[src/hdl/afk_pkg.sv]
// ----------------------------------------------------------------------------
// afk_pkg
// Shared types, constants and the sine table builder for the three-joint
// arm forward kinematics core.
// ----------------------------------------------------------------------------
package afk_pkg;

  // Default datapath parameters
  localparam int FRAC_BITS_DEF = 16;
  localparam int LEN_BITS_DEF  = 10;
  localparam int FRAC_BITS_MAX = 24;

  // Field widths
  localparam int ANGLE_W = 9;
  localparam int SUM_W   = 11;
  localparam int DEG_W   = 9;
  localparam int KIDX_W  = 7;
  localparam int OUT_W   = 13;
  localparam int OUT_MAX = 4095;
  localparam int OUT_MIN = -4096;

  // Joint offsets in degrees
  localparam logic signed [SUM_W-1:0] SHOULDER_OFS = 11'sd30;
  localparam logic signed [SUM_W-1:0] ELBOW_OFS    = 11'sd210;

  // Pipeline sizing
  localparam int QUEUE_DEPTH = 2;
  localparam int BACK_STAGES = 5;
  localparam int CAPACITY    = 1 + QUEUE_DEPTH + BACK_STAGES;

  // Configuration port
  localparam int APB_AW = 4;
  localparam int APB_DW = 32;

  typedef enum logic [1:0] {
    REG_BASE_HEIGHT = 2'd0,
    REG_UPPER_LINK  = 2'd1,
    REG_FORE_LINK   = 2'd2
  } reg_idx_e;

  // One quarter-wave table lookup: index 0..90 and sign of the result
  typedef struct packed {
    logic              neg;
    logic [KIDX_W-1:0] k;
  } trig_sel_t;

  // Classified item handed from the front to the back
  typedef struct packed {
    trig_sel_t sin1;
    trig_sel_t cos1;
    trig_sel_t sin2;
    trig_sel_t cos2;
    trig_sel_t sin23;
    trig_sel_t cos23;
  } afk_item_t;

  localparam int TBL_W = FRAC_BITS_MAX + 1;
  typedef logic [TBL_W-1:0] sin_tbl_t [91];

  localparam longint unsigned PI_Q32 = 64'h3_243F_6A89;

  // Shift-and-subtract quotient for the table build
  function automatic longint unsigned udiv64(longint unsigned num,
                                             longint unsigned dvs);
    longint unsigned q;
    longint unsigned r;
    q = '0;
    r = '0;
    for (int i = 63; i >= 0; i--) begin
      r = {r[62:0], num[i]};
      q = {q[62:0], 1'b0};
      if (r >= dvs) begin
        r    = r - dvs;
        q[0] = 1'b1;
      end
    end
    return q;
  endfunction

  // Quarter-wave sine in Q(fb), built by a ten-term Taylor series in Q30
  function automatic sin_tbl_t build_sin_tbl(int fb);
    sin_tbl_t        tbl;
    longint unsigned x;
    longint unsigned x2;
    longint unsigned term;
    longint unsigned den;
    longint          sum;
    for (int k = 0; k <= 90; k++) begin
      x    = udiv64(longint'(k) * PI_Q32 + 64'd360, 64'd720);
      x2   = (x * x + (64'd1 << 29)) >> 30;
      term = x;
      sum  = longint'(x);
      for (int n = 1; n <= 9; n++) begin
        den  = longint'((2 * n) * (2 * n + 1)) << 30;
        term = udiv64(term * x2 + (den >> 1), den);
        if ((n & 1) == 1) begin
          sum = sum - longint'(term);
        end else begin
          sum = sum + longint'(term);
        end
      end
      if (sum < 0) begin
        sum = 0;
      end
      sum = (sum + (longint'(1) << (29 - fb))) >>> (30 - fb);
      if (sum > (longint'(1) << fb)) begin
        sum = longint'(1) << fb;
      end
      tbl[k] = TBL_W'(sum);
    end
    return tbl;
  endfunction

endpackage

[src/hdl/afk_front.sv]
// ----------------------------------------------------------------------------
// afk_front
// Takes joint angle requests, folds every angle sum into 0..359 degrees and
// turns each needed sine and cosine into a quarter-wave index and a sign.
// ----------------------------------------------------------------------------
module afk_front
  import afk_pkg::*;
(
  input  logic                      clk_i,
  input  logic                      rst_ni,
  input  logic                      in_valid_i,
  output logic                      in_stall_o,
  input  logic signed [ANGLE_W-1:0] base_angle_i,
  input  logic signed [ANGLE_W-1:0] shoulder_angle_i,
  input  logic signed [ANGLE_W-1:0] elbow_angle_i,
  output logic                      item_valid_o,
  output afk_item_t                 item_o,
  input  logic                      item_ready_i
);

  // Fold a sum in -360..1023 into 0..359
  function automatic logic [DEG_W-1:0] wrap360(logic signed [SUM_W-1:0] a);
    logic signed [SUM_W-1:0] r;
    if (a < 0) begin
      r = a + 11'sd360;
    end else if (a >= 11'sd720) begin
      r = a - 11'sd720;
    end else if (a >= 11'sd360) begin
      r = a - 11'sd360;
    end else begin
      r = a;
    end
    return r[DEG_W-1:0];
  endfunction

  function automatic trig_sel_t sin_sel(logic [DEG_W-1:0] d);
    trig_sel_t       s;
    logic [DEG_W-1:0] k;
    if (d <= 9'd90) begin
      k     = d;
      s.neg = 1'b0;
    end else if (d <= 9'd180) begin
      k     = 9'd180 - d;
      s.neg = 1'b0;
    end else if (d <= 9'd270) begin
      k     = d - 9'd180;
      s.neg = 1'b1;
    end else begin
      k     = 9'd360 - d;
      s.neg = 1'b1;
    end
    s.k = k[KIDX_W-1:0];
    return s;
  endfunction

  // cos(d) = sin(d + 90)
  function automatic trig_sel_t cos_sel(logic [DEG_W-1:0] d);
    logic [DEG_W:0] e;
    e = {1'b0, d} + 10'd90;
    if (e >= 10'd360) begin
      e = e - 10'd360;
    end
    return sin_sel(e[DEG_W-1:0]);
  endfunction

  logic [DEG_W-1:0] th1;
  logic [DEG_W-1:0] th2;
  logic [DEG_W-1:0] th23;
  afk_item_t        item_d;
  afk_item_t        item_q;
  logic             vld_q;
  logic             load;

  always_comb begin
    th1  = wrap360(SUM_W'(base_angle_i));
    th2  = wrap360(SUM_W'(shoulder_angle_i) + SHOULDER_OFS);
    th23 = wrap360(SUM_W'(shoulder_angle_i) - SUM_W'(elbow_angle_i) + ELBOW_OFS);
    item_d.sin1  = sin_sel(th1);
    item_d.cos1  = cos_sel(th1);
    item_d.sin2  = sin_sel(th2);
    item_d.cos2  = cos_sel(th2);
    item_d.sin23 = sin_sel(th23);
    item_d.cos23 = cos_sel(th23);
  end

  assign load       = !vld_q || item_ready_i;
  assign in_stall_o = !load;

  always_ff @(posedge clk_i or negedge rst_ni) begin
    if (!rst_ni) begin
      vld_q <= 1'b0;
    end else if (load) begin
      vld_q <= in_valid_i;
    end
  end

  always_ff @(posedge clk_i) begin
    if (load && in_valid_i) begin
      item_q <= item_d;
    end
  end

  assign item_valid_o = vld_q;
  assign item_o       = item_q;

endmodule

[config.mk]
export PLATFORM = sky130hd
export DESIGN_NAME = afk_front
export DESIGN_NICKNAME = d
export VERILOG_FILES = /design/src/hdl/afk_pkg.sv /design/src/hdl/afk_front.sv
export SDC_FILE = /design/constraint.sdc
export NUM_CORES = 1
export LEC_CHECK = 0
export BUFFER_PORTS_ARGS = -buffer_cell sky130_fd_sc_hd__buf_2
export CAP_MARGIN = 20
export CORE_MARGIN = 2
export CORE_UTILIZATION = 55
export CTS_CLUSTER_SIZE = 8
export DETAILED_ROUTE_END_ITERATION = 7
export GPL_TIMING_DRIVEN = 0
export PLACE_DENSITY = 0.83
export SLEW_MARGIN = 20
export SYNTH_ARGS = -nofsm -noshare
export SYNTH_HDL_FRONTEND = slang
export SYNTH_SLANG_ARGS = --single-unit
export TNS_END_PERCENT = 20
[constraint.sdc]
create_clock -name clk_i -period 2.15 [get_ports clk_i]
set_clock_uncertainty 0.1 [all_clocks]
set_input_delay 0.3225 -clock clk_i [delete_from_list [all_inputs] [get_ports clk_i]]
set_output_delay 0.3225 -clock clk_i [all_outputs]
set_load 0.005 [all_outputs]
==> results.py, run 1 <==
metrics = {
    "run_status": {
        "outcome": "complete, but fails checks",
        "failed_checks": "negative setup slack",
    },
    "clock_tree": {
        "cts_made_buffers": 5,
        "clockBufferDepth": 2,
        "cts_tree": "built",
        "path_clk_slew_ps": 60,
        "numClockSinks": 46,
        "clkLatencyLatePin_ps": 280,
        "ctsRootBufferMaster": "clkbuf_16",
        "htree_levels": 2,
    },
    "floorplanning": {
        "die_x_um": 117,
        "num_io_pins": 81,
        "start_util_pct": 55.9,
        "core_area_mm2": 0.0126,
        "dieArea_mm2": 0.0137,
        "rows": 41,
        "die_h_um": 117,
    },
    "grt": {
        "antenna_found_initial": 0,
        "grt_max_degree": 36,
        "grt_pass1_wl_um": 31700,
        "met3_usage_pct": 2.83,
        "grt_use_met1_pct": 36.3,
        "grtUsageMet2_pct": 49.7,
        "grt_pass1_vias": 6698,
        "busiest_layer": "met2",
        "grt_overflow_total": 0,
        "grtUsageTotal_pct": 28.0,
    },
    "worst_hold_path": {
        "hold_class": "input pin to flop",
        "hold_path_startpoint": "in_valid_i",
        "min_path_cells": 2,
        "holdPathEnd": "item_valid_o",
    },
    "critical_path": {
        "crit_buf_inv": 6,
        "crit_type": "input pin to flop",
        "r2r_start": "item_valid_o",
        "worst_ep_arrival_time_ps": 6330,
        "max_stage_delay_ps": 360,
        "r2r_cells": 3,
        "worstSetupEndpointType": "flop",
        "cp_max_fo": 7,
        "cp_data_required_time_ps": 2070,
        "crit_family": "compound AO/OA/AOI/OAI gates",
        "start_kind": "input pin",
        "reg2reg_to": "item_o[40]",
        "slowest_stage": "a2111oi_4",
        "cp_common_cell": "ha_1",
        "reg2reg_slack_ps": 600,
    },
    "power": {
        "p_leak_nw": 3.88,
        "max-vdd-ir-drop_uv": 1840,
        "power.density_mw_per_mm2": 1670,
        "total_power_mw": 15.7,
    },
    "cells_and_area": {
        "final_cells": 1187,
        "multi_input_area_mm2": 0.00627,
        "fin_nets": 1131,
        "drive_gt1_share_pct": 32.0,
        "seq_area_mm2": 0.00138,
        "final_common_cell": "nand2_1",
        "nFillCells": 785,
        "antenna_cells": 0,
        "layout_common_cells": "81 x nand2_1, 78 x buf_2, 73 x ha_1",
        "syn_to_final_growth_pct": 34.0,
    },
    "synthesis": {
        "async_flop_share_pct": 2.17,
        "synth-edff-count": 45,
        "yosysWarnings": 0,
        "ys_types": 93,
        "syn_area_mm2": 0.00703,
        "synthCells": 859,
        "synth_fp_nets": 976,
        "yosys_most_used_dff": "edfxtp_1",
        "postSynthAreaPerCell_um2": 8.18,
        "ys_ff_latch": 46,
        "yosysSeqAreaShare_pct": 19.6,
    },
    "timing": {
        "post-route-period-util_pct": 298,
        "slew_viol_final": 0,
        "setup_viol": 41,
        "tightest_slew_ps": 885,
        "layout_min_cycle_time_ps": 6410,
        "rsz0062_at_grt": "yes",
        "hold_viol": 0,
        "hold_ws_ps": 158,
        "max-slew-margin-rel_pct": 40.8,
        "fmax_mhz": 156,
        "setup_ws_ps": -4260,
    },
    "routing": {
        "first_pass_iters": 8,
        "drc": 0,
        "drt_iter0_markers": 937,
        "antenna_left": 0,
        "viasPerCell": 6.41,
        "routed_wl_um": 21200,
        "wl_per_cell_um": 17.8,
        "num_vias": 7603,
    },
    "placement": {
        "dp_cells": 1111,
        "port-buffer-count": 79,
        "dp_hpwl_um": 13300,
        "place.gp.congestion": 0.935,
    },
    "job": {
        "maxCapViolCount": 0,
    },
}
-- cells in the mapped netlist, types with 9 or more instances --
cell	count	area share, %
nor2b_1	9	0.80
nand2b_1	9	0.80
xnor2_1	55	6.9
edfxtp_1	45	19
a211oi_1	16	1.7
a21o_1	9	0.96
a21oi_1	66	4.7
nand2_1	84	4.5
o21ai_0	47	3.3
nand3_1	27	1.9
mux2i_1	13	1.9
nor2_1	51	2.7
nor3_1	19	1.4
and2_1	13	1.2
o211ai_1	18	1.9
a31oi_1	14	1.2
ha_1	85	15
inv_1	60	3.2
and3_1	11	0.98
xor2_1	16	2.0
-- how the worst max path moves through the flow --
stage / startpoint / endpoint / cells after the start
after floorplan: shoulder_angle_i[1] / item_o[5] / 36
after global placement: shoulder_angle_i[1] / item_o[5] / 34
after detailed placement: shoulder_angle_i[1] / item_o[4] / 36
after CTS: shoulder_angle_i[1] / item_o[4] / 38
after global routing: shoulder_angle_i[2] / item_o[4] / 34
final: shoulder_angle_i[2] / item_o[4] / 34
-- routing by layer --
| layer | share of wire [%] | vias to the layer above | routed length (um) |
|---|---|---|---|
| met2 | 51 | 405 | 10800 |
| met1 | 40 | 3605 | 8540 |
| li1 | - | 3530 | - |
| met4 | 2.2 | 0 | 463 |
| met3 | 6.6 | 63 | 1390 |
| met5 | 0 | - | 0 |
-- state kept, by name, summed over array words and instances, names as in the netlist --
name and count:
item_valid_o 1, item_o 45
-- through the flow --
| stage | setup TNS [ps] | util, % | cell area [um^2] | setup WS [ps] |
|---|---|---|---|---|
| global route | -112300 | 74.9 | 9420 | -4600 |
| finish | -103510 | 74.9 | 9420 | -4260 |
| CTS | -100790 | 70.8 | 8890 | -4120 |
| detailed placement | -151900 | 62.8 | 7890 | -5830 |
| floorplan | -107850 | - | 7260 | -4450 |
| global placement | -166640 | 62.6 | 7870 | -5790 |
-- timing repair --
action                                 CTS  global route
gates resized for setup                102            66
hold buffers                             1             0
pin swaps                               32            25
endpoints found under the hold margin    1             0
gates cloned                             1             2
setup endpoints to repair               42            41
buffers inserted                        44            21
-- where the power goes --
group          leakage (nW)  internal, mW  switching [mW]
clock network        0.0771         0.549           0.335
logic                  3.36          5.92            7.22
registers             0.440          1.64          0.0780
total                  3.88          8.11            7.64
-- area by class of cell --
| cell class | instances | share of cell area (%) |
|---|---|---|
| Sequential cell | 46 | 14.6 |
| Buffer | 17 | 1.32 |
| Inverter | 66 | 2.83 |
| Clock inverter | 2 | 0.399 |
| Tap cell | 172 | 2.29 |
| Clock buffer | 6 | 1.37 |
| Multi-Input combinational cell | 731 | 66.6 |
| Timing Repair Buffer | 147 | 10.6 |
-- cell families after synthesis --
family | synth area share [%]
XOR/XNOR | 9.63
AO/OA/AOI/OAI | 28.9
multiplexers | 2.97
AND/OR/NAND/NOR | 18.6
flip-flops | 19.6
buffers and inverters | 4.90
adder cells (fa/ha/maj) | 15.4
No activity file was read; power rests on OpenSTA's default activity.
==> inputs of run 2 (changes only) <==
- BUFFER_PORTS_ARGS: -buffer_cell sky130_fd_sc_hd__buf_2 -> not set
- CORE_UTILIZATION: 55 -> 60
- DONT_BUFFER_PORTS: not set -> 1
- RECOVER_POWER: not set -> 25
- REMOVE_ABC_BUFFERS: not set -> 1
==> results.py, run 2 (synthesis gave the netlist of run 1 again) <==
metrics = {
    "timing": {
        "layout_min_cycle_time_ps": 6860,
        "setup_viol": 40,
        "post-route-period-util_pct": 319,
        "max-slew-margin-rel_pct": 28.0,
        "hold_ws_ps": 20.1,
        "rsz0062_at_grt": "yes",
        "setup-tns-final_ps": -108330,
        "setup_ws_ps": -4710,
        "tightest_slew_ps": 1070,
        "slew_viol_final": 0,
        "fmax_mhz": 146,
        "hold_viol": 0,
    },
    "critical_path": {
        "start_kind": "input pin",
        "slowest_stage": "a211oi_4",
        "worstSetupEndpointType": "flop",
        "cp_max_fo": 7,
        "worst_ep_arrival_time_ps": 6800,
        "crit_type": "input pin to flop",
        "cp_data_required_time_ps": 2080,
        "cp_common_cell": "ha_4",
        "max_stage_delay_ps": 410,
    },
    "grt": {
        "grt_pass1_wl_um": 36300,
        "grt_overflow_total": 0,
        "grt_max_degree": 29,
        "grtUsageTotal_pct": 34.3,
        "grt_pass1_vias": 7427,
        "antenna_found_initial": 0,
    },
    "clock_tree": {
        "clockBufferDepth": 2,
        "ctsRootBufferMaster": "clkbuf_16",
        "numClockSinks": 46,
        "cts_made_buffers": 5,
        "path_clk_slew_ps": 60,
        "cts_tree": "built",
        "htree_levels": 2,
        "clkLatencyLatePin_ps": 290,
    },
    "power": {
        "power.density_mw_per_mm2": 1970,
        "p_leak_nw": 3.78,
        "max-vdd-ir-drop_uv": 2250,
    },
    "worst_hold_path": {
        "hold_class": "input pin to flop",
    },
    "placement": {
        "dp_slack_ps": -6630,
        "place.gp.congestion": 0.944,
        "port-buffer-count": 0,
        "dp_hpwl_um": 12600,
        "dpl-instance-area_mm2": 0.00714,
    },
    "routing": {
        "antenna_left": 0,
        "wl_per_cell_um": 26.6,
        "drt_iter0_markers": 1474,
        "viasPerCell": 7.91,
        "drc": 0,
        "routed_wl_um": 29400,
        "num_vias": 8746,
        "first_pass_iters": 8,
    },
    "floorplanning": {
        "die_x_um": 112,
        "num_io_pins": 81,
        "rows": 39,
        "dieArea_mm2": 0.0126,
        "core_area_mm2": 0.0114,
        "start_util_pct": 61.5,
        "die_h_um": 112,
    },
    "cells_and_area": {
        "syn_to_final_growth_pct": 33.9,
        "largest_reg_flops": 45,
        "final_common_cell": "buf_4",
        "fin_area_mm2": 0.00941,
        "layout_common_cells": "94 x buf_4, 72 x nand2_1, 70 x ha_1",
        "fin_nets": 1079,
        "drive_gt1_share_pct": 32.7,
        "antenna_cells": 0,
    },
    "run_status": {
        "outcome": "complete, but fails checks",
        "failed_checks": "negative setup slack",
    },
    "job": {
        "maxCapViolCount": 0,
    },
}
## run 2: cell count changes in the layout (fill, tap and decap cells not counted), sizes merged
cell,previous run,this run
inv,63,62
buf,156,111
bufinv,1,2
clkinvlp,3,2
clkinv,1,3
clkbuf,13,5
## run 2: repair_timing
action                                  in CTS  in global routing
pin swaps                                   53                 41
hold endpoints to repair                     1                  0
endpoints found under the setup margin      42                 41
resized for setup                          158                 95
cloned                                       1                  0
setup buffers                               66                 45
hold buffers                                 1                  0
## run 2: stage by stage
stage | power, mW | std cells | util, %
3_3_place_gp | 10.0 | 985 | 62.3
6_report | 18.5 | 1106 | 82.4
3_5_place_dp | 10.2 | 986 | 62.6
5_1_grt | 19.1 | 1106 | 82.4
2_1_floorplan | 8.62 | 842 | -
4_1_cts | 14.2 | 1062 | 75.4
## run 2: final timing paths
| kind | end | cells after the start | from | slack, ps |
|---|---|---|---|---|
| worst max-delay path | item_o[6] | 35 | shoulder_angle_i[0] | -4710 |
| worst min-delay path | item_o[40] | 0 | base_angle_i[0] | 20 |
| worst max register to register | item_o[4] | 3 | item_valid_o | 490 |
| worst min register to register | item_valid_o | 2 | item_valid_o | 480 |
| max in group asynchronous | item_valid_o | 1 | rst_ni | 1710 |
| min in group asynchronous | item_valid_o | 1 | rst_ni | 140 |
## run 2: area by class of cell
class,count,area [um^2]
sequential,46,1380
inverter,66,279
tap,143,179
clock buffer,5,125
fill,520,2010
clock inverter,3,63.8
multi-input combinational,731,6460
timing repair buffer,112,923
## run 2: routing by layer
| metal | part of all wire (%) | vias up | GRT usage, % |
|---|---|---|---|
| met5 | 0 | - | 0 |
| met3 | 13 | 367 | 5.56 |
| met1 | 32 | 3922 | 41.3 |
| met2 | 45 | 1026 | 58.6 |
| met4 | 9.6 | 0 | 18.5 |
| li1 | - | 3431 | - |
## run 2: critical path: cells and delay by family
family	cells	cell delay, ps
xor+xnor	3	500
compound gates	12	2630
simple gates	6	960
buf+inv	8	1050
fa+ha+maj	6	1320
## run 2: power breakdown
part | internal (mW) | switching (mW)
Clock | 0.663 | 0.350
Combinational | 6.84 | 8.80
Sequential | 1.66 | 0.190
Total | 9.16 | 9.34
