[src/hdl/afk_pkg.sv]
// ----------------------------------------------------------------------------
// afk_pkg
// Shared types, constants and the sine table builder for the three-joint
// arm forward kinematics core.
// ----------------------------------------------------------------------------
package afk_pkg;

  // Default datapath parameters
  localparam int FRAC_BITS_DEF = 16;
  localparam int LEN_BITS_DEF  = 10;
  localparam int FRAC_BITS_MAX = 24;

  // Field widths
  localparam int ANGLE_W = 9;
  localparam int SUM_W   = 11;
  localparam int DEG_W   = 9;
  localparam int KIDX_W  = 7;
  localparam int OUT_W   = 13;
  localparam int OUT_MAX = 4095;
  localparam int OUT_MIN = -4096;

  // Joint offsets in degrees
  localparam logic signed [SUM_W-1:0] SHOULDER_OFS = 11'sd30;
  localparam logic signed [SUM_W-1:0] ELBOW_OFS    = 11'sd210;

  // Pipeline sizing
  localparam int QUEUE_DEPTH = 2;
  localparam int BACK_STAGES = 5;
  localparam int CAPACITY    = 1 + QUEUE_DEPTH + BACK_STAGES;

  // Configuration port
  localparam int APB_AW = 4;
  localparam int APB_DW = 32;

  typedef enum logic [1:0] {
    REG_BASE_HEIGHT = 2'd0,
    REG_UPPER_LINK  = 2'd1,
    REG_FORE_LINK   = 2'd2
  } reg_idx_e;

  // One quarter-wave table lookup: index 0..90 and sign of the result
  typedef struct packed {
    logic              neg;
    logic [KIDX_W-1:0] k;
  } trig_sel_t;

  // Classified item handed from the front to the back
  typedef struct packed {
    trig_sel_t sin1;
    trig_sel_t cos1;
    trig_sel_t sin2;
    trig_sel_t cos2;
    trig_sel_t sin23;
    trig_sel_t cos23;
  } afk_item_t;

  localparam int TBL_W = FRAC_BITS_MAX + 1;
  typedef logic [TBL_W-1:0] sin_tbl_t [91];

  localparam longint unsigned PI_Q32 = 64'h3_243F_6A89;

  // Shift-and-subtract quotient for the table build
  function automatic longint unsigned udiv64(longint unsigned num,
                                             longint unsigned dvs);
    longint unsigned q;
    longint unsigned r;
    q = '0;
    r = '0;
    for (int i = 63; i >= 0; i--) begin
      r = {r[62:0], num[i]};
      q = {q[62:0], 1'b0};
      if (r >= dvs) begin
        r    = r - dvs;
        q[0] = 1'b1;
      end
    end
    return q;
  endfunction

  // Quarter-wave sine in Q(fb), built by a ten-term Taylor series in Q30
  function automatic sin_tbl_t build_sin_tbl(int fb);
    sin_tbl_t        tbl;
    longint unsigned x;
    longint unsigned x2;
    longint unsigned term;
    longint unsigned den;
    longint          sum;
    for (int k = 0; k <= 90; k++) begin
      x    = udiv64(longint'(k) * PI_Q32 + 64'd360, 64'd720);
      x2   = (x * x + (64'd1 << 29)) >> 30;
      term = x;
      sum  = longint'(x);
      for (int n = 1; n <= 9; n++) begin
        den  = longint'((2 * n) * (2 * n + 1)) << 30;
        term = udiv64(term * x2 + (den >> 1), den);
        if ((n & 1) == 1) begin
          sum = sum - longint'(term);
        end else begin
          sum = sum + longint'(term);
        end
      end
      if (sum < 0) begin
        sum = 0;
      end
      sum = (sum + (longint'(1) << (29 - fb))) >>> (30 - fb);
      if (sum > (longint'(1) << fb)) begin
        sum = longint'(1) << fb;
      end
      tbl[k] = TBL_W'(sum);
    end
    return tbl;
  endfunction

endpackage

[src/hdl/afk_queue.sv]
// ----------------------------------------------------------------------------
// afk_queue
// Short queue of classified requests between the front and the back.
// ----------------------------------------------------------------------------
module afk_queue
  import afk_pkg::*;
(
  input  logic      clk_i,
  input  logic      rst_ni,
  input  logic      push_valid_i,
  input  afk_item_t push_item_i,
  output logic      push_ready_o,
  output logic      pop_valid_o,
  output afk_item_t pop_item_o,
  input  logic      pop_ready_i
);

  localparam int PTR_W = $clog2(QUEUE_DEPTH);

  afk_item_t        mem_q [QUEUE_DEPTH];
  logic [PTR_W-1:0] wr_ptr_q;
  logic [PTR_W-1:0] rd_ptr_q;
  logic [PTR_W:0]   count_q;
  logic             push;
  logic             pop;

  assign push_ready_o = (count_q != (PTR_W + 1)'(QUEUE_DEPTH));
  assign pop_valid_o  = (count_q != '0);
  assign push         = push_valid_i && push_ready_o;
  assign pop          = pop_valid_o && pop_ready_i;
  assign pop_item_o   = mem_q[rd_ptr_q];

  always_ff @(posedge clk_i or negedge rst_ni) begin
    if (!rst_ni) begin
      wr_ptr_q <= '0;
      rd_ptr_q <= '0;
      count_q  <= '0;
    end else begin
      if (push) begin
        wr_ptr_q <= wr_ptr_q + 1'b1;
      end
      if (pop) begin
        rd_ptr_q <= rd_ptr_q + 1'b1;
      end
      if (push && !pop) begin
        count_q <= count_q + 1'b1;
      end else if (pop && !push) begin
        count_q <= count_q - 1'b1;
      end
    end
  end

  always_ff @(posedge clk_i) begin
    if (push) begin
      mem_q[wr_ptr_q] <= push_item_i;
    end
  end

endmodule

[config.mk]
export PLATFORM = sky130hd
export DESIGN_NAME = afk_queue
export DESIGN_NICKNAME = d
export VERILOG_FILES = /design/src/hdl/afk_pkg.sv /design/src/hdl/afk_queue.sv
export SDC_FILE = /design/constraint.sdc
export NUM_CORES = 1
export LEC_CHECK = 0
export ABC_AREA = 0
export BUFFER_PORTS_ARGS = -buffer_cell sky130_fd_sc_hd__buf_2
export CAP_MARGIN = 30
export CORE_ASPECT_RATIO = 0.75
export CORE_MARGIN = 5
export CORE_UTILIZATION = 44
export DETAILED_ROUTE_END_ITERATION = 10
export PLACE_DENSITY = 0.78
export SLEW_MARGIN = 10
export SYNTH_ARGS = -nofsm -noshare
export SYNTH_HDL_FRONTEND = slang
export SYNTH_SLANG_ARGS = --single-unit
[constraint.sdc]
create_clock -name clk_i -period 3.05 [get_ports clk_i]
set_clock_uncertainty 0.05 [all_clocks]
set_input_delay 0.4575 -clock clk_i [delete_from_list [all_inputs] [get_ports clk_i]]
set_output_delay 0.4575 -clock clk_i [all_outputs]
set_load 0.05 [all_outputs]
==> qor.yml, run 1 <==
comb_power_share_pct: 40.0
clock_h_tree_levels: 3
multiInputGateArea_um2: 677
timing.fmax_ghz: 0.408
floorplan_die_height_um: 89.5
flow.area_growth_from_synthesis_pct: 27.7
ir_worst_vdd_mv: 0.546
whs_path_depth: 1
detailroute.via_count: 1825
critical_path.max_fanout: 26
floorplan.rows: 29
reg2reg_depth: 4
internal_power_mw: 3.36
maximum_number_of_pins_on_one_net_before_global_route_repair: 27
finalSetupTns_ps: 0
buffer_ports.inserted: 101
grt_setup_unrepaired: "no"
cts.clk_slew.worst_paths_ps: 70
synth-seq-cells: 100
io_pins: 102
cts_inserted_buffers: 9
final_core_utilization_pct: 56.7
globalRouteOverflowTotal: 0
time_the_worst_path_needs_with_i_o_delays_and_setup_ps: 2450
critical_path.startpoint_type: "register"
antenna_cells: 0
netlist_instances: 167
core_area_um2: 8350
cp-end-kind: "output pin"
ys_warn_count: 0
design.die.area_um2: 10400
post-route-drc-count: 0
die_w_um: 116
nNetsFinal: 331
synth_async_sr_flop_share_pct: 4.00
slew-limit-headroom_pct: 49.2
cap_violations: 0
syn_area_per_cell_um2: 22.2
timing.final.hold_violations: 0
drt.antenna.violating_nets: 0
grt_first_pass_wirelength_um: 8870
ratio_of_cells_with_drive_above_1_in_the_final_layout_pct: 60.8
worstSkewPairLatency_ps: 330
worstPathArrival_ps: 1940
tritoncts_num_sinks: 100
p_sw_share_pct: 39.1
postLayoutSetupSlackWorst_ps: 599
max_slew.worst_pin.slew_ps: 760
tritoncts_clock_tree: "yes"
share_seq_of_total_power_pct: 36.6
dr.first_iter.drc_count: 56
hold_class: "input port to register"
postPlaceCellArea_um2: 4370
yosysUniqueCellTypes: 16
clockRootBuffer: "sky130_fd_sc_hd__clkbuf_16"
slew_viol_final: 0
number_of_enable_flip_flop_cells_after_synthesis: 96
via_count_of_the_first_global_routing_pass: 1904
p_leak_nw: 1.82
grt_antenna_before_repair: 0
report.final.setup_viol: 0
critical_path_class: "register to output pin"
finalNonFillerCells: 391
powerDensity_nw_per_um2: 1170
routabilityCongestion: 0.669
postCtsSetupRepairBufs: 0
grt_usage_pct: 11.7
cts_max_path_buffers: 2
place_hpwl_um: 4140
iteration_count_of_the_initial_detailed_routing_pass: 4
floorplan.initialDensity_pct: 44.4
critPathRequiredTime_ps: 2540
yosys_most_used_dff: "sky130_fd_sc_hd__edfxtp_1"
route.final.wire_length_um: 5950
seq_area_um2: 2980
detailedPlace.worstSlack_ps: 905
synth.cell_area_um2: 3700
nFillCells: 668
synth.net_count: 220
netSwitchingPower_mw: 2.16
synth.yosys.seq_area_share_pct: 80.5
wire_per_inst_um: 15.2
outcome: "complete, no violations"
power.clock.fraction_pct: 23.4
route.detailed.vias_per_inst: 4.67
final_design_area_no_fill_um2: 4730
dp_cells: 374
period_share_pct: 80.4
## metrics by stage
| stage | power [mW] | hold slack, ps |
|---|---|---|
| floorplan | 3.84 | 112 |
| global route | 5.77 | 238 |
| CTS | 5.61 | 248 |
| finish | 5.53 | 259 |
| global placement | 4.27 | 222 |
| detailed placement | 4.31 | 219 |
## critical path, cell delays in order (launching register included)
cell and delay (ps):
sky130_fd_sc_hd__dfrtp_2 750, sky130_fd_sc_hd__buf_12 270, sky130_fd_sc_hd__mux2_2 360, sky130_fd_sc_hd__buf_2 210
## state kept, by name, summed over array words and instances (netlist names)
register,cells
mem_q,96
rd_ptr_q,1
count_q,2
wr_ptr_q,1
## layer usage
| layer | vias to the layer above | wire (µm) | global-route usage [%] |
|---|---|---|---|
| li1 | 874 | - | - |
| met1 | 882 | 2410 | 13.1 |
| met2 | 67 | 2990 | 20.4 |
| met3 | 2 | 529 | 5.68 |
| met4 | 0 | 17 | 2.85 |
| met5 | - | 0 | 0 |
## logic make-up (layout without fill, tap and decap cells)
family,after synthesis,in the layout,synth area share (%)
flip-flops,100,100,80.5
AND/OR/NAND/NOR,7,7,0.913
XOR/XNOR,5,5,1.18
multiplexers,48,48,15.6
buffers and inverters,6,122,1.42
adder cells (fa/ha/maj),1,1,0.338
## layout by cell type (no fill, tap or decap)
| cell | instances |
|---|---|
| sky130_fd_sc_hd__mux2_2 | 38 |
| sky130_fd_sc_hd__xor2_1 | 2 |
| sky130_fd_sc_hd__edfxtp_1 | 96 |
| sky130_fd_sc_hd__or2_2 | 1 |
| sky130_fd_sc_hd__buf_12 | 3 |
| sky130_fd_sc_hd__dlygate4sd3_1 | 1 |
| sky130_fd_sc_hd__clkbuf_16 | 9 |
| sky130_fd_sc_hd__nor2_1 | 1 |
| sky130_fd_sc_hd__buf_2 | 101 |
| sky130_fd_sc_hd__inv_1 | 1 |
| sky130_fd_sc_hd__dfrtp_1 | 3 |
| sky130_fd_sc_hd__inv_8 | 1 |
| sky130_fd_sc_hd__ha_1 | 1 |
| sky130_fd_sc_hd__nand2_1 | 2 |
| sky130_fd_sc_hd__bufinv_16 | 3 |
| sky130_fd_sc_hd__xnor2_1 | 3 |
| sky130_fd_sc_hd__nor2_4 | 1 |
| sky130_fd_sc_hd__and3_2 | 1 |
| sky130_fd_sc_hd__nand2b_1 | 1 |
| sky130_fd_sc_hd__mux2_4 | 10 |
| sky130_fd_sc_hd__inv_6 | 3 |
| sky130_fd_sc_hd__dfrtp_2 | 1 |
## worst paths after layout
check                                 end       startpoint  slack (ps)
min                          mem_q[1][43]  push_item_i[43]         260
max reg2reg                   mem_q[0][6]       count_q[0]        1110
min in group asynchronous      count_q[1]           rst_ni         430
min reg2reg                    count_q[1]       count_q[1]         440
max                        pop_item_o[34]         rd_ptr_q         600
max in group asynchronous        rd_ptr_q           rst_ni        2390
## area by class of cell
type,count,share of cell area (%)
multi-input cells,61,14.3
inverters,1,0.0794
clock buffers,9,4.76
well taps,108,2.86
flip-flops and latches,100,63.1
repair buffers,105,12.2
clock inverters,7,2.70
## cell usage after synthesis (2+ instances only)
master / count / share of area (%)
sky130_fd_sc_hd__mux2_4: 10 / 4.1
sky130_fd_sc_hd__nand2_1: 2 / 0.20
sky130_fd_sc_hd__xor2_1: 2 / 0.47
sky130_fd_sc_hd__mux2_2: 38 / 12
sky130_fd_sc_hd__buf_4: 3 / 0.61
sky130_fd_sc_hd__edfxtp_1: 96 / 78
sky130_fd_sc_hd__nor2_1: 2 / 0.20
sky130_fd_sc_hd__xnor2_1: 3 / 0.71
sky130_fd_sc_hd__dfrtp_1: 4 / 2.7
## power by group through the flow
stage / Clock [mW] / Combinational [mW] / Sequential [mW]
floorplan: 0 / 1.86 / 1.98
global placement: 0 / 2.22 / 2.05
detailed placement: 0 / 2.24 / 2.07
CTS: 1.33 / 2.25 / 2.04
global route: 1.39 / 2.32 / 2.06
finish: 1.29 / 2.21 / 2.03
## repair_timing
| item | 4_1_cts | 5_1_grt |
|---|---|---|
| hold buffers | 1 | 0 |
| gates resized for setup | 0 | 0 |
| endpoints found under the hold margin | 4 | 0 |
(Power assumes the default switching activity.)
==> inputs of run 2 (changes only) <==
--- a/config.mk
+++ b/config.mk
@@ -5,14 +5,14 @@
 export SDC_FILE = /design/constraint.sdc
 export NUM_CORES = 1
 export LEC_CHECK = 0
-export ABC_AREA = 0
+export ABC_AREA = 1
 export BUFFER_PORTS_ARGS = -buffer_cell sky130_fd_sc_hd__buf_2
 export CAP_MARGIN = 30
 export CORE_ASPECT_RATIO = 0.75
 export CORE_MARGIN = 5
 export CORE_UTILIZATION = 44
 export DETAILED_ROUTE_END_ITERATION = 10
-export PLACE_DENSITY = 0.78
+export PLACE_DENSITY = 0.75
 export SLEW_MARGIN = 10
 export SYNTH_ARGS = -nofsm -noshare
 export SYNTH_HDL_FRONTEND = slang
==> constraint.sdc (replaced) <==
create_clock -name clk_i -period 2.4 [get_ports clk_i]
set_clock_uncertainty 0.05 [all_clocks]
set_input_delay 0.36 -clock clk_i [delete_from_list [all_inputs] [get_ports clk_i]]
set_output_delay 0.36 -clock clk_i [all_outputs]
set_load 0.05 [all_outputs]
==> qor.yml, run 2 <==
synth.top_cells.by_count: "154 x sky130_fd_sc_hd__nand2_1, 96 x sky130_fd_sc_hd__edfxtp_1, 7 x sky130_fd_sc_hd__buf_2"
drt.antenna.violating_nets: 0
post-route-drc-count: 0
critical_path_class: "register to output pin"
slew-limit-headroom_pct: 70.6
grt_usage_pct: 14.0
place_hpwl_um: 4820
cts_inserted_buffers: 9
timing.fmax_ghz: 0.505
maximum_number_of_pins_on_one_net_before_global_route_repair: 26
holdPathEnd: "mem_q[0][36]"
nNetsFinal: 443
via_count_of_the_first_global_routing_pass: 2353
whs_path_depth: 1
cts_max_path_buffers: 2
iteration_count_of_the_initial_detailed_routing_pass: 4
grt_first_pass_wirelength_um: 10800
buffer_ports.inserted: 101
worstPathArrival_ps: 1570
core_area_um2: 8350
time_the_worst_path_needs_with_i_o_delays_and_setup_ps: 1980
cts.clk_slew.worst_paths_ps: 70
yosysUniqueCellTypes: 14
clock_h_tree_levels: 3
io_pins: 102
floorplan.rows: 29
synth.cell_area_um2: 3720
route.detailed.vias_per_inst: 4.58
synth.most_common_cell: "sky130_fd_sc_hd__nand2_1"
synth_top_area_share_pct: 77.5
timing.final.hold_violations: 0
netlist_instances: 280
yosys_most_used_dff: "sky130_fd_sc_hd__edfxtp_1"
synth.net_count: 333
top_regs: "mem_q (96), count_q (2)"
worst_r2r_endpoint: "mem_q[0][10]"
tritoncts_clock_tree: "yes"
slew_viol_final: 0
ys_warn_count: 0
routabilityCongestion: 0.751
synth.yosys.seq_area_share_pct: 80.2
max_slew.worst_pin.slew_ps: 439
postCtsSetupRepairBufs: 0
route.final.wire_length_um: 6820
reg_to_reg_startpoint: "count_q[0]"
wire_per_inst_um: 13.6
critical_path.max_fanout: 25
clockRootBuffer: "sky130_fd_sc_hd__clkbuf_16"
worstSkewPairLatency_ps: 330
syn_area_per_cell_um2: 13.3
floorplan.initialDensity_pct: 44.5
yosys-top-cells-area: "sky130_fd_sc_hd__edfxtp_1 78%, sky130_fd_sc_hd__nand2_1 16%, sky130_fd_sc_hd__dfrtp_1 2.7%"
hold_class: "input port to register"
antenna_cells: 0
timing.critical_path.from: "rd_ptr_q"
r2r_setup_slack_ps: 640
outcome: "complete, no violations"
tritoncts_num_sinks: 100
reg2reg_depth: 5
worst_hold_startpoint: "push_item_i[36]"
cp-end-kind: "output pin"
detailedPlace.worstSlack_ps: 599
largest_register_ffs: 96
number_of_enable_flip_flop_cells_after_synthesis: 96
critical_path.startpoint_type: "register"
design.die.area_um2: 10400
report.final.setup_viol: 0
ratio_of_cells_with_drive_above_1_in_the_final_layout_pct: 32.5
floorplan_die_height_um: 89.6
globalRouteOverflowTotal: 0
grt_antenna_before_repair: 0
synth_async_sr_flop_share_pct: 4.00
synth-seq-cells: 100
period_share_pct: 82.6
layout_common_cells: "154 x sky130_fd_sc_hd__nand2_1, 101 x sky130_fd_sc_hd__buf_2, 96 x sky130_fd_sc_hd__edfxtp_1, 9 x sky130_fd_sc_hd__clkbuf_16, 7 x sky130_fd_sc_hd__buf_4"
detailroute.via_count: 2299
critPathRequiredTime_ps: 1990
die_w_um: 116
dr.first_iter.drc_count: 69
flow.area_growth_from_synthesis_pct: 25.8
synth_area_leader: "sky130_fd_sc_hd__edfxtp_1"
postLayoutSetupSlackWorst_ps: 418
grt_setup_unrepaired: "no"
most_common_cell_after_layout_fill_and_taps_aside: "sky130_fd_sc_hd__nand2_1"
cap_violations: 0
regMostFlops: "mem_q"
run 2: cell types whose count changed after synthesis, moves of 5 or more:
cell	previous run	this run
sky130_fd_sc_hd__mux2_2	38	0
sky130_fd_sc_hd__nand2_1	2	154
sky130_fd_sc_hd__mux2_4	10	0
sky130_fd_sc_hd__inv_1	1	6
sky130_fd_sc_hd__buf_2	0	7
run 2: cells by family (layout without fill, tap and decap cells):
logic type	after synthesis	in the layout	synth area share, %
AND/OR/NAND/NOR	159	159	16.2
flip-flops	100	100	80.2
buffers and inverters	18	132	2.76
XOR/XNOR	2	2	0.471
adder cells (fa/ha/maj)	1	1	0.337
run 2: how the worst max path moves through the flow:
stage / to / slack [ps] / cells after the start
after floorplan: mem_q[0][0] / -360 / 4
after global placement: mem_q[0][15] / 670 / 5
after detailed placement: mem_q[0][15] / 600 / 5
after CTS: pop_item_o[44] / 390 / 5
after global routing: pop_item_o[46] / 280 / 5
final: pop_item_o[21] / 420 / 5
run 2: critical path, cell delays in order, from the launching register on:
cell and delay, ps:
sky130_fd_sc_hd__dfrtp_2 410, sky130_fd_sc_hd__inv_2 100, sky130_fd_sc_hd__buf_4 280, sky130_fd_sc_hd__nand2_1 80, sky130_fd_sc_hd__nand2_1 100, sky130_fd_sc_hd__buf_2 270
run 2: area by class of cell:
| class | count | area [µm²] |
|---|---|---|
| tap | 108 | 135 |
| sequential | 100 | 2980 |
| timing repair buffer | 110 | 588 |
| inverter | 7 | 26.3 |
| fill | 702 | 3670 |
| multi-input combinational | 162 | 647 |
| clock buffer | 9 | 225 |
| clock inverter | 6 | 72.6 |
run 2: what timing repair did:
item | 4_1_cts | 5_1_grt
endpoints found under the hold margin | 4 | 0
gates resized for setup | 0 | 0
hold buffers | 1 | 0
run 2: per-layer routing:
metal | share of wire (%) | vias up | track usage (%) | routed length, µm
li1 | - | 1155 | - | -
met1 | 44 | 1056 | 17.7 | 3000
met2 | 47 | 84 | 23.1 | 3190
met3 | 8.8 | 4 | 4.76 | 603
met4 | 0.47 | 0 | 4.11 | 32
met5 | 0 | - | 0 | 0
run 2: stage by stage:
stage          std cells  area [µm²]  util, %  hold slack [ps]  TNS, ps
3_5_place_dp         486        4370     52.4              124        0
4_1_cts              502        4680     56.1              152        0
3_3_place_gp         486        4370     52.4              121        0
5_1_grt              502        4680     56.1              154        0
2_1_floorplan        280        3720        -             14.4   -34760
6_report             502        4680     56.1              168        0
Power of run 2 is left out: the tool's default activity adds up to more than one toggle a clock period on the data nets, which glitch-free logic cannot reach.
